<file path="src/design/dmoc_pkg.sv">
// Shared constants, codes and controller/datapath types of the operand cache.
package dmoc_pkg;

   localparam int NUM_LINES  = 512;
   localparam int LINE_WORDS = 8;
   localparam int IDX_W      = $clog2(NUM_LINES);
   localparam int WORD_W     = $clog2(LINE_WORDS);
   localparam int SLOT_W     = IDX_W + WORD_W;
   localparam int TAG_W      = 19;
   localparam int ADDR_W     = 29;
   localparam int DATA_W     = 32;
   localparam int PADDR_W    = 14;
   localparam int FLAG_W     = 2;

   typedef enum logic [3:0] {
      OP_READ      = 4'd0,
      OP_WRITE     = 4'd1,
      OP_PREFETCH  = 4'd2,
      OP_INVALIDATE = 4'd3,
      OP_PURGE     = 4'd4,
      OP_WRITEBACK = 4'd5,
      OP_FILL      = 4'd6,
      OP_TAGREAD   = 4'd7,
      OP_TAGWRITE  = 4'd8,
      OP_DATAREAD  = 4'd9,
      OP_DATAWRITE = 4'd10,
      OP_INVALL    = 4'd11
   } op_type;

   typedef enum logic [2:0] {
      KIND_READ   = 3'd0,
      KIND_DONE   = 3'd1,
      KIND_BEAT   = 3'd2,
      KIND_FILL   = 3'd3,
      KIND_REJECT = 3'd4
   } kind_type;

   localparam logic [1:0] SIZE_BYTE = 2'd0;
   localparam logic [1:0] SIZE_HALF = 2'd1;

   typedef enum logic [2:0] {
      DP_NONE,
      DP_DECIDE,
      DP_BEAT,
      DP_POST,
      DP_CLEAR,
      DP_INVALL,
      DP_DONE
   } action_type;

   typedef enum logic [2:0] {
      RT_IDLE,
      RT_READ,
      RT_SEND,
      RT_POST,
      RT_INVALL
   } route_type;

   typedef struct packed {
      action_type action;
      logic       send_addr;
      logic       req_ready;
   } cmd_type;

   typedef struct packed {
      logic      out_free;
      route_type route;
      logic      beat_last;
      logic      sweep_last;
   } status_type;

endpackage

</file>
<file path="src/design/dmoc_ctrl.sv">
// Sequencing state machine of the operand cache.
module dmoc_ctrl
   import dmoc_pkg::*;
(
   input  logic       clock,
   input  logic       reset,
   input  logic       req_valid,
   input  status_type status,
   output cmd_type    cmd
);
   typedef enum logic [8:0] {
      S_CLEAR    = 9'b000000001,
      S_IDLE     = 9'b000000010,
      S_READ     = 9'b000000100,
      S_DEC      = 9'b000001000,
      S_SEND_RD  = 9'b000010000,
      S_SEND_OUT = 9'b000100000,
      S_POST     = 9'b001000000,
      S_INVALL   = 9'b010000000,
      S_DONE     = 9'b100000000
   } state_type;

   state_type state_ff, state_in;

   always_comb begin
      state_in      = state_ff;
      cmd.action    = DP_NONE;
      cmd.send_addr = 1'b0;
      cmd.req_ready = 1'b0;
      unique case (state_ff)
         S_CLEAR: begin
            cmd.action = DP_CLEAR;
            if (status.sweep_last) state_in = S_IDLE;
         end
         S_IDLE: begin
            cmd.req_ready = 1'b1;
            if (req_valid) state_in = S_READ;
         end
         S_READ: state_in = S_DEC;
         S_DEC: begin
            cmd.action = DP_DECIDE;
            if (status.out_free) begin
               case (status.route)
                  RT_READ:   state_in = S_READ;
                  RT_SEND:   state_in = S_SEND_RD;
                  RT_POST:   state_in = S_POST;
                  RT_INVALL: state_in = S_INVALL;
                  default:   state_in = S_IDLE;
               endcase
            end
         end
         S_SEND_RD: begin
            cmd.send_addr = 1'b1;
            state_in      = S_SEND_OUT;
         end
         S_SEND_OUT: begin
            cmd.send_addr = 1'b1;
            cmd.action    = DP_BEAT;
            if (status.out_free) state_in = status.beat_last ? S_POST : S_SEND_RD;
         end
         S_POST: begin
            cmd.action = DP_POST;
            if (status.out_free) state_in = S_IDLE;
         end
         S_INVALL: begin
            cmd.action = DP_INVALL;
            if (status.sweep_last) state_in = S_DONE;
         end
         S_DONE: begin
            cmd.action = DP_DONE;
            if (status.out_free) state_in = S_IDLE;
         end
         default: state_in = S_IDLE;
      endcase
   end

   always_ff @(posedge clock) begin
      if (reset) begin
         state_ff <= S_CLEAR;
      end else begin
         state_ff <= state_in;
      end
   end
endmodule

</file>
<file path="config.mk">
export PLATFORM = sky130hd
export DESIGN_NAME = dmoc_ctrl
export DESIGN_NICKNAME = d
export VERILOG_FILES = /design/src/design/dmoc_pkg.sv /design/src/design/dmoc_ctrl.sv
export SDC_FILE = /design/constraint.sdc
export NUM_CORES = 1
export LEC_CHECK = 0
export ABC_AREA = 1
export BUFFER_PORTS_ARGS = -buffer_cell sky130_fd_sc_hd__buf_2
export CORE_ASPECT_RATIO = 0.75
export CORE_MARGIN = 3
export CORE_UTILIZATION = 45
export CTS_CLUSTER_SIZE = 28
export DETAILED_ROUTE_END_ITERATION = 10
export PLACE_DENSITY_LB_ADDON = 0.08
export SETUP_SLACK_MARGIN = 0.02
export SLEW_MARGIN = 20
export SYNTH_ARGS = -nofsm -noshare
export SYNTH_HDL_FRONTEND = slang
export SYNTH_SLANG_ARGS = --single-unit
</file>
<file path="constraint.sdc">
create_clock -name clock -period 3.45 [get_ports clock]
set_input_delay 0.5175 -clock clock [delete_from_list [all_inputs] [get_ports clock]]
set_output_delay 0.5175 -clock clock [all_outputs]
set_load 0.005 [all_outputs]
</file>
==> reports/qor.tcl, run 1 <==
set qor(leakage_uw) 0.0004687
set qor(post-synth-top-count-cell) {sky130_fd_sc_hd__nor2_1}
set qor(synth-seq-area-share_pct) 22.71
set qor(largest_registers) {state_ff (9)}
set qor(total_via_count_in_the_routed_design) 822
set qor(holdWs_ns) 0.5750
set qor(first_global_vias) 722
set qor(num_antenna_cells) 0
set qor(floorplan.core_area_um2) 1562
set qor(ys_dominant_reg_cell) {sky130_fd_sc_hd__dfxtp_1}
set qor(clock_skew_ns) 0.007588
set qor(drv_slew) 0
set qor(area_delta_synth_final_pct) 14.83
set qor(final.min_clock_period_ns) 1.861
set qor(data_arrival_time_of_the_critical_path_ns) 1.34
set qor(number_of_enable_type_register_cells_in_the_synthesized_netlist) 0
set qor(die_width_um) 54.48
set qor(timing.critical_path.required_ns) 2.93
set qor(ios) 14
set qor(detailedRoute.firstIterationViolations) 17
set qor(yosys.area.top_type) {sky130_fd_sc_hd__dfxtp_1}
set qor(final-instance-count-excl-fill) 163
set qor(max_cap_viol_count) 0
set qor(mappedNetlistArea_um2) 793.3
set qor(hpwl_um) 1587
set qor(antenna_violating_nets_post_route) 0
set qor(end_kind) {output port}
set qor(detail_route.drc_violations) 0
set qor(setup_tns_ns) 0
set qor(proportion_of_netlist_area_held_by_the_largest_area_contributor_pct) 22.71
set qor(routed_wire_length_per_instance_um) 11.70
set qor(timing.critical_path.fanout_max) 4
set qor(grt_max_degree) 10
set qor(final.period_utilization_pct) 53.93
set qor(drive_above_1_share_pct) 31.69
set qor(timing_hold_violations_final) 0
set qor(cts_max_level) 1
set qor(met2_usage_pct) 27.45
set qor(vert_die_dim_um) 42.36
set qor(vdd_drop_max_v) 0.0003698
set qor(cts_inserted_buffers) 3
set qor(cts_setup_buffers) 0
set qor(grtUsageMet1_pct) 25.21
set qor(tightestPinTransition_ns) 0.2378
set qor(grtUsageMet3_pct) 2.847
set qor(synthesis.area_per_instance_um2) 6.346
set qor(die_area_um2) 2308
set qor(clock_tree.buffer_depth) 2
set qor(cts_tree) {yes}
set qor(critical_path.startpoint_type) {flip-flop}
set qor(netlist_top_cells_count) {sky130_fd_sc_hd__nor2_1 (23), sky130_fd_sc_hd__nand2_1 (20), sky130_fd_sc_hd__inv_1 (14), sky130_fd_sc_hd__nand3_1 (13), sky130_fd_sc_hd__dfxtp_1 (9)}
set qor(gp_congestion) 0.8593
set qor(via_density_per_instance) 5.043
set qor(clk_latency_ns) 0.26
set qor(outcome) {complete, no violations}
set qor(top_register) {state_ff}
set qor(path_clk_slew_ns) 0.06
set qor(fillCellCount) 158
set qor(portBuffers) 13
set qor(setup_viol_count_final) 0
set qor(netlist_top_cells_area) {sky130_fd_sc_hd__dfxtp_1 (23%), sky130_fd_sc_hd__nor2_1 (11%), sky130_fd_sc_hd__nand2_1 (9.5%), sky130_fd_sc_hd__nor2_4 (8.5%), sky130_fd_sc_hd__nand3_1 (8.2%)}
set qor(largest_reg_flops) 9
set qor(async_reset_ff_share_pct) 0
set qor(track_usage_pct) 17.79
set qor(yosys_register_bits) 9
set qor(rows) 12
set qor(grt_setup_unrepaired) {no}
set qor(busiest_layer) {met2}
set qor(critPathKind) {reg2out}
set qor(syn_nets) 134
set qor(cts.root.buffer_cell) {sky130_fd_sc_hd__clkbuf_4}
set qor(power_uw) 800.1
set qor(final_net_count) 152
set qor(grt_pass1_wl_um) 3077
set qor(min_path_type) {reg2reg}
set qor(route.final.wire_length_um) 1907
set qor(clock_sinks) 9
set qor(power_density_nw_per_um2) 878.4
set qor(global_route.overflow_total) 0
set qor(max-slew-margin-rel_pct) 84.05
set qor(synthesis.instances) 125
set qor(synth_cell_types) 23
set qor(synthesis.yosys.warnings) 0
set qor(drtPass1Iterations) 4
set qor(cts.repair.resized) 0
set qor(achievable-frequency_mhz) 537.5
set qor(dp_cells) 159
set qor(antenna_found_initial) 0
set qor(cts_hold_repair.buffers) 0
set qor(starting_density_pct) 50.80
[where the power goes]
group / switching, uW / internal, uW / total [uW]
logic: 332 / 190 / 523
registers: 54.7 / 142 / 197
clock network: 36.3 / 44.5 / 80.9
[routing by layer]
metal | wire (um) | up-vias
met2 | 828 | 32
met5 | 0 | -
met1 | 961 | 356
met4 | 19 | 0
met3 | 98 | 4
li1 | - | 430
[path summary, 6_finish.rpt]
kind | cells past startpoint | from | slack [ns] | end
worst max register to register | 11 | state_ff[7]$_SDFFE_PP0P_ | 1.98 | state_ff[6]$_SDFFE_PP0P_
worst min-delay path | 2 | state_ff[6]$_SDFFE_PP0P_ | 0.58 | state_ff[6]$_SDFFE_PP0P_
worst min register to register | 2 | state_ff[6]$_SDFFE_PP0P_ | 0.58 | state_ff[6]$_SDFFE_PP0P_
worst max-delay path | 6 | state_ff[7]$_SDFFE_PP0P_ | 1.59 | cmd[3]
[layout by cell type, fill, tap and decap left out]
| cell | instances |
|---|---|
| sky130_fd_sc_hd__nand3_4 | 1 |
| sky130_fd_sc_hd__o22ai_1 | 1 |
| sky130_fd_sc_hd__nand3b_1 | 1 |
| sky130_fd_sc_hd__nor3_1 | 2 |
| sky130_fd_sc_hd__a21oi_1 | 1 |
| sky130_fd_sc_hd__o211ai_1 | 1 |
| sky130_fd_sc_hd__nor2_4 | 6 |
| sky130_fd_sc_hd__nand4_1 | 1 |
| sky130_fd_sc_hd__o21ai_1 | 1 |
| sky130_fd_sc_hd__nand3_2 | 3 |
| sky130_fd_sc_hd__dfxtp_1 | 9 |
| sky130_fd_sc_hd__inv_1 | 14 |
| sky130_fd_sc_hd__nand3_1 | 13 |
| sky130_fd_sc_hd__buf_2 | 13 |
| sky130_fd_sc_hd__nand2_2 | 7 |
| sky130_fd_sc_hd__clkinv_1 | 1 |
| sky130_fd_sc_hd__clkbuf_4 | 3 |
| sky130_fd_sc_hd__nor2_2 | 5 |
| sky130_fd_sc_hd__nand2_1 | 20 |
| sky130_fd_sc_hd__o21bai_1 | 4 |
| sky130_fd_sc_hd__nor2_1 | 23 |
| sky130_fd_sc_hd__o21ai_0 | 3 |
| sky130_fd_sc_hd__and2_1 | 1 |
| sky130_fd_sc_hd__inv_2 | 5 |
| sky130_fd_sc_hd__nand2_4 | 2 |
| sky130_fd_sc_hd__clkbuf_1 | 1 |
[area by class of cell]
cell class                 instances  area [um^2]  share of cell area [%]
clock buffer                       4        26.28                   2.885
inverter                          20        75.07                   8.242
multi-input combinational         96        538.0                   59.07
sequential                         9        180.2                   19.78
tap                               21        26.28                   2.885
timing repair buffer              13        65.06                   7.143
[cell families (layout without fill, tap and decap cells)]
family,count (synthesis),in the layout,share of synthesized area [%]
simple gates,85,85,59.15
buf+inv,20,37,9.463
compound gates,11,11,8.674
flops,9,9,22.71
[worst max-delay path, stage by stage, from the launching register on]
cell	delay (ns)
sky130_fd_sc_hd__dfxtp_1	0.37
sky130_fd_sc_hd__nor2_4	0.16
sky130_fd_sc_hd__nand3_2	0.12
sky130_fd_sc_hd__nor2_4	0.18
sky130_fd_sc_hd__inv_1	0.08
sky130_fd_sc_hd__nand3_1	0.07
sky130_fd_sc_hd__buf_2	0.11
[through the flow]
stage	util, %	instance area [um^2]	setup WS (ns)
4_1_cts	58.33	910.9	1.600
3_5_place_dp	56.65	884.6	1.880
2_1_floorplan	-	793.3	2.074
3_3_place_gp	56.65	884.6	1.915
5_1_grt	58.33	910.9	1.515
6_report	58.33	910.9	1.589
Power figures use the tool's default switching activity.
==> inputs of run 2 (changes only) <==
==> constraint.sdc (replaced) <==
create_clock -name clock -period 1.75 [get_ports clock]
set_input_delay 0.2625 -clock clock [delete_from_list [all_inputs] [get_ports clock]]
set_output_delay 0.2625 -clock clock [all_outputs]
set_load 0.005 [all_outputs]
==> run 2 against run 1 <==
Sequential power grew 96%. Routed wire length shrank 5.2%. Clock power grew 89%. First-iteration DRC count grew 5.9%. Register-to-register slack lost 1.7 ns. Clock skew shrank 0.0039 ns. Combinational power grew 95%. Non-clock buffer count is the same. Largest power group unchanged. Critical path type unchanged. Sequential share of layout area is the same.
==> reports/qor.tcl, run 2 (synthesis results as in run 1) <==
set qor(final_cell_mix) {sky130_fd_sc_hd__nor2_1 (23), sky130_fd_sc_hd__nand2_1 (20), sky130_fd_sc_hd__inv_1 (14)}
set qor(grt_max_degree) 10 ;# unchanged
set qor(seq_power_share_pct) 24.8 ;# +0.2 points
set qor(fillCellCount) 167 ;# +5.7%
set qor(cts_inserted_buffers) 3 ;# unchanged
set qor(drtPass1Iterations) 4 ;# unchanged
set qor(vdd_drop_max_v) 0.0008921 ;# +140%
set qor(max-slew-margin-rel_pct) 82.81 ;# -1.2 points
set qor(antenna_found_initial) 0 ;# unchanged
set qor(largest_registers) {state_ff (9)}
set qor(net-switching-power_uw) 813.6 ;# +92%
set qor(min_path_type) {in2reg}
set qor(mostFrequentLayoutCell) {sky130_fd_sc_hd__nor2_1}
set qor(critPathKind) {reg2out}
set qor(timing.critical_path.depth) 6 ;# unchanged
set qor(final.period_utilization_pct) 94.91
set qor(critical_path.startpoint_type) {flip-flop}
set qor(hpwl_um) 1557 ;# -1.9%
set qor(cp_slowest_stage_delay_ns) 0.37 ;# about the same
set qor(rows) 12 ;# unchanged
set qor(track_usage_pct) 18.02 ;# +0.23 points
set qor(crit_buf_inv) 2 ;# unchanged
set qor(grt_pass1_wl_um) 3111 ;# +1.1%
set qor(area_delta_synth_final_pct) 14.83 ;# unchanged
set qor(power_density_nw_per_um2) 1709 ;# +95%
set qor(cts.repair.resized) 0 ;# unchanged
set qor(timing_hold_violations_final) 0 ;# unchanged
set qor(setup_viol_count_final) 0 ;# unchanged
set qor(clk_latency_ns) 0.25 ;# about the same
set qor(power_uw) 1557 ;# +95%
set qor(cts_setup_buffers) 0 ;# unchanged
set qor(route.final.wire_length_um) 1807 ;# -5.2%
set qor(total_via_count_in_the_routed_design) 797 ;# -3.0%
set qor(vert_die_dim_um) 42.36 ;# unchanged
set qor(floorplan.core_area_um2) 1562 ;# unchanged
set qor(antenna_violating_nets_post_route) 0 ;# unchanged
set qor(global_route.overflow_total) 0 ;# unchanged
set qor(routed_wire_length_per_instance_um) 11.09 ;# -5.2%
set qor(post_place_worst_slack_ns) 0.3274 ;# -1.552 ns
set qor(comb_power_share_pct) 65.4 ;# about the same
set qor(timing.critical_path.fanout_max) 5 ;# +1
set qor(end_kind) {output port}
set qor(multiInputGateArea_um2) 538.0 ;# unchanged
set qor(num_antenna_cells) 0 ;# unchanged
set qor(final.min_clock_period_ns) 1.661
set qor(p_sw_share_pct) 52.27 ;# -0.62 points
set qor(data_arrival_time_of_the_critical_path_ns) 1.40 ;# +0.06 ns
set qor(cts.root.buffer_cell) {sky130_fd_sc_hd__clkbuf_4}
set qor(intPower_uw) 743.0 ;# +97%
set qor(drive_above_1_share_pct) 31.69 ;# unchanged
set qor(tightestPinTransition_ns) 0.2559 ;# +0.01815 ns
set qor(worst_path_dominant_cell_family) {simple AND/OR/NAND/NOR gates}
set qor(max_cap_viol_count) 0 ;# unchanged
set qor(grt_setup_unrepaired) {no}
set qor(postLayoutSetupSlackWorst_ns) 0.08901 ;# -1.500 ns
set qor(largest_reg_flops) 9 ;# unchanged
set qor(die_area_um2) 2308 ;# unchanged
set qor(die_width_um) 54.48 ;# unchanged
set qor(cp_common_cell) {sky130_fd_sc_hd__nor2_4}
set qor(portBuffers) 13 ;# unchanged
set qor(first_global_vias) 707 ;# -2.1%
set qor(clock_tree.buffer_depth) 2 ;# unchanged
set qor(setup_tns_ns) 0 ;# unchanged
set qor(cts_tree) {yes}
set qor(cp_slowest_cell) {sky130_fd_sc_hd__dfxtp_1}
set qor(achievable-frequency_mhz) 602.1
set qor(timing.critical_path.required_ns) 1.49 ;# -1.44 ns
set qor(clock_skew_ns) 0.003679 ;# -0.003908 ns
set qor(path_clk_slew_ns) 0.06 ;# about the same
set qor(r2r.worst_path.cells) 9 ;# -2
set qor(detail_route.drc_violations) 0 ;# unchanged
set qor(drv_slew) 0 ;# unchanged
set qor(cts_max_level) 1 ;# unchanged
set qor(register_area_um2) 180.2 ;# unchanged
set qor(top_register) {state_ff}
set qor(clock_sinks) 9 ;# unchanged
set qor(crit_path_cell_trace) {nor2_4 -> nand3_2 -> nor2_4 -> inv_1 -> nand3_1 -> buf_2}
set qor(detailedRoute.firstIterationViolations) 18 ;# +1
set qor(via_density_per_instance) 4.890 ;# -3.0%
set qor(hold_depth) 4 ;# +2
set qor(cts_hold_repair.buffers) 0 ;# unchanged
set qor(gp_congestion) 0.8506 ;# -1.0%
set qor(final_net_count) 152 ;# unchanged
set qor(outcome) {complete, no violations}
set qor(starting_density_pct) 50.80 ;# unchanged
set qor(leakage_uw) 0.0004687 ;# unchanged
set qor(clock_power_share_pct) 9.8 ;# -0.3 points
set qor(ios) 14 ;# unchanged
-- run 2: cell counts in the layout (fill, tap and decap cells not counted) --
No cell type changed its count.
-- run 2: area by class of cell --
class,count,share of cell area [%]
well taps,21,2.885
inverters,20,8.242
flip-flops and latches,9,19.78
clock buffers,4,2.885
repair buffers,13,7.143
multi-input cells,96,59.07
-- run 2: per-layer routing --
metal	up-vias	track usage, %	wire, um
met3	4	2.135	142
met5	-	0	0
met1	343	29.55	899
met2	26	23.87	747
met4	0	4.478	19
li1	424	-	-
-- run 2: worst paths after layout --
path / endpoint / slack [ns] / start
max: cmd[3] / 0.09 / state_ff[1]$_SDFFE_PP0P_
min: state_ff[4]$_SDFFE_PP0P_ / 0.34 / status[1]
max reg2reg: state_ff[6]$_SDFFE_PP0P_ / 0.31 / state_ff[8]$_SDFFE_PP0P_
min reg2reg: state_ff[6]$_SDFFE_PP0P_ / 0.59 / state_ff[6]$_SDFFE_PP0P_
-- run 2: per-stage QoR --
stage / hold slack, ns / instance area, um^2 / util [%] / cells
after detailed placement: 0.5757 / 884.6 / 56.65 / 159
final: 0.3358 / 910.9 / 58.33 / 163
after global placement: 0.5614 / 884.6 / 56.65 / 159
after global routing: 0.3551 / 910.9 / 58.33 / 163
after floorplan: 0.4507 / 793.3 / - / 125
after CTS: 0.3418 / 910.9 / 58.33 / 163
-- run 2: power groups by stage --
stage	Combinational (uW)	Sequential (uW)	Clock [uW]
2_1_floorplan	817	369	0
3_3_place_gp	1000	391	0
3_5_place_dp	1020	391	0
4_1_cts	1020	387	154
5_1_grt	1160	398	168
6_report	1020	386	153
-- run 2: worst register-to-register path: stages (launching register included) --
cell	delay, ns
sky130_fd_sc_hd__dfxtp_1	0.42
sky130_fd_sc_hd__inv_2	0.12
sky130_fd_sc_hd__nand3_2	0.15
sky130_fd_sc_hd__nor2_4	0.07
sky130_fd_sc_hd__nand2_2	0.08
sky130_fd_sc_hd__nand3_4	0.12
sky130_fd_sc_hd__nor2_4	0.20
sky130_fd_sc_hd__nand2_1	0.07
sky130_fd_sc_hd__nand2_1	0.08
sky130_fd_sc_hd__nor2_2	0.03
==> inputs of run 3 (changes only) <==
--- a/config.mk
+++ b/config.mk
@@ -9,7 +9,7 @@
 export BUFFER_PORTS_ARGS = -buffer_cell sky130_fd_sc_hd__buf_2
 export CORE_ASPECT_RATIO = 0.75
 export CORE_MARGIN = 3
-export CORE_UTILIZATION = 45
+export CORE_UTILIZATION = 26
 export CTS_CLUSTER_SIZE = 28
 export DETAILED_ROUTE_END_ITERATION = 10
 export PLACE_DENSITY_LB_ADDON = 0.08
==> constraint.sdc (replaced) <==
create_clock -name clock -period 1.8 [get_ports clock]
set_input_delay 0.27 -clock clock [delete_from_list [all_inputs] [get_ports clock]]
set_output_delay 0.27 -clock clock [all_outputs]
set_load 0.005 [all_outputs]
==> run 3 against run 2 <==
Register-to-register slack better by 0.02 ns. Clock power up 51%. Total power up 3.0%. First-iteration DRC count rose to 3.0 times the previous value. Hold slack better by 0.024 ns. Sequential share of layout area down 0.78 points. Critical path type unchanged. Largest cell class unchanged. Largest power group unchanged.
==> reports/qor.tcl, run 3 (synthesis results as in run 1) <==
set qor(final_net_count) 152 ;# unchanged
set qor(num_antenna_cells) 0 ;# unchanged
set qor(clock_sinks) 9 ;# unchanged
set qor(vdd_drop_max_v) 0.0003683 ;# -59%
set qor(leakage_uw) 0.0004765 ;# +1.7%
set qor(via_density_per_instance) 4.388 ;# -10%
set qor(timing_hold_violations_final) 0 ;# unchanged
set qor(finish.utilization_pct) 34.33 ;# -24 points
set qor(total_via_count_in_the_routed_design) 781 ;# -2.0%
set qor(detail_route.drc_violations) 0 ;# unchanged
set qor(area_delta_synth_final_pct) 19.56
set qor(cts_tree) {yes}
set qor(min_path_type) {in2reg}
set qor(die_width_um) 69.78 ;# +28%
set qor(grt_pass1_wl_um) 3463 ;# +11%
set qor(grt_max_degree) 10 ;# unchanged
set qor(cts_hold_repair.buffers) 0 ;# unchanged
set qor(drtPass1Iterations) 4 ;# unchanged
set qor(drive_above_1_share_pct) 31.69 ;# unchanged
set qor(path_clk_slew_ns) 0.04 ;# -0.02 ns
set qor(grt_setup_unrepaired) {no}
set qor(critPathKind) {reg2out}
set qor(floorplan.core_area_um2) 2763 ;# +77%
set qor(setup_viol_count_final) 0 ;# unchanged
set qor(largest_registers) {state_ff (9)}
set qor(portBuffers) 13 ;# unchanged
set qor(largest_reg_flops) 9 ;# unchanged
set qor(ios) 14 ;# unchanged
set qor(cts_max_level) 1 ;# unchanged
set qor(routed_wire_length_per_instance_um) 10.70 ;# -3.5%
set qor(antenna_found_initial) 0 ;# unchanged
set qor(final.min_clock_period_ns) 1.617
set qor(timing.critical_path.required_ns) 1.53 ;# +0.04 ns
set qor(end_kind) {output port}
set qor(first_global_vias) 777 ;# +9.9%
set qor(max_cap_viol_count) 0 ;# unchanged
set qor(starting_density_pct) 28.71 ;# -22 points
set qor(cts.root.buffer_cell) {sky130_fd_sc_hd__clkbuf_8}
set qor(die_area_um2) 3757 ;# +63%
set qor(clock_tree.buffer_depth) 2 ;# unchanged
set qor(gp_congestion) 0.8038 ;# -5.5%
set qor(vert_die_dim_um) 53.84 ;# +27%
set qor(top_register) {state_ff}
set qor(achievable-frequency_mhz) 618.4
set qor(cts.repair.resized) 0 ;# unchanged
set qor(power_density_nw_per_um2) 1691 ;# -1.0%
set qor(route.final.wire_length_um) 1904 ;# +5.4%
set qor(global_route.overflow_total) 0 ;# unchanged
set qor(clk_latency_ns) 0.23 ;# -0.02 ns
set qor(cts_setup_buffers) 0 ;# unchanged
set qor(detailedRoute.firstIterationViolations) 54 ;# +36
set qor(mostFrequentLayoutCell) {sky130_fd_sc_hd__nor2_1}
set qor(hpwl_um) 1609 ;# +3.3%
set qor(antenna_violating_nets_post_route) 0 ;# unchanged
set qor(timing.critical_path.fanout_max) 5 ;# unchanged
set qor(track_usage_pct) 11.86 ;# -6.2 points
set qor(clock_skew_ns) 0.001657 ;# -0.002023 ns
set qor(final_cell_mix) {sky130_fd_sc_hd__nor2_1 (23), sky130_fd_sc_hd__nand2_1 (20), sky130_fd_sc_hd__inv_1 (14)}
set qor(cts_inserted_buffers) 3 ;# unchanged
set qor(rows) 16 ;# +4
set qor(outcome) {complete, no violations}
set qor(critical_path.startpoint_type) {flip-flop}
set qor(data_arrival_time_of_the_critical_path_ns) 1.35 ;# -0.05 ns
set qor(drv_slew) 0 ;# unchanged
set qor(final.period_utilization_pct) 89.83
set qor(tightestPinTransition_ns) 0.2587 ;# +0.002792 ns
set qor(max-slew-margin-rel_pct) 82.64 ;# -0.16 points
set qor(setup_tns_ns) 0 ;# unchanged
[run 3: changes by cell type in the layout (fill, tap and decap cells not counted)]
cell,previous run,this run
sky130_fd_sc_hd__clkbuf_4,3,0
sky130_fd_sc_hd__clkbuf_8,0,3
[run 3: layout make-up]
cell class,count,area (um^2)
fill,313,1814
multi-input combinational,96,538.0
sequential,9,180.2
inverter,20,75.07
timing repair buffer,13,65.06
clock buffer,4,45.04
tap,36,45.04
[run 3: power by group]
part / switching, uW / leakage [uW] / total, uW / internal (uW)
Clock: 77.1 / 0.0000228 / 231 / 154
Combinational: 637 / 0.000380 / 1000 / 365
Sequential: 97.5 / 0.0000738 / 371 / 273
Total: 812 / 0.000476 / 1600 / 792
[run 3: worst paths after layout]
| check | startpoint | to | slack (ns) | cells after the start |
|---|---|---|---|---|
| setup / recovery | state_ff[1]$_SDFFE_PP0P_ | cmd[3] | 0.18 | 6 |
| hold / removal | status[1] | state_ff[4]$_SDFFE_PP0P_ | 0.36 | 4 |
| setup reg to reg | state_ff[8]$_SDFFE_PP0P_ | state_ff[7]$_SDFFE_PP0P_ | 0.33 | 11 |
| hold reg to reg | state_ff[0]$_SDFFE_PP1P_ | state_ff[0]$_SDFFE_PP1P_ | 0.56 | 2 |
[run 3: worst max-delay path, stage by stage, from the launching register on]
cell and delay, ns:
sky130_fd_sc_hd__dfxtp_1 0.36, sky130_fd_sc_hd__nor2_4 0.15, sky130_fd_sc_hd__nand3_2 0.15, sky130_fd_sc_hd__nor2_4 0.18
sky130_fd_sc_hd__inv_1 0.10, sky130_fd_sc_hd__nand3_1 0.07, sky130_fd_sc_hd__buf_2 0.11
[run 3: per-layer routing]
layer  up-vias  share of wire [%]  track usage (%)
met1       322                 50            15.49
li1        427                  -                -
met4         0                1.3            4.777
met5         -                  0                0
met3         4                7.9            2.799
met2        28                 40            19.12
[run 3: metrics by stage]
stage          setup WS (ns)  area (um^2)  hold slack, ns  cells  power (uW)
4_1_cts               0.1849        948.4          0.3666    178        1625
3_5_place_dp          0.3167        903.4          0.5484    174        1386
3_3_place_gp          0.2957        903.4          0.5598    174        1402
2_1_floorplan         0.5325        793.3          0.4582    125        1153
6_report              0.1830        948.4          0.3597    178        1604
5_1_grt              0.06689        948.4          0.4052    178        1777
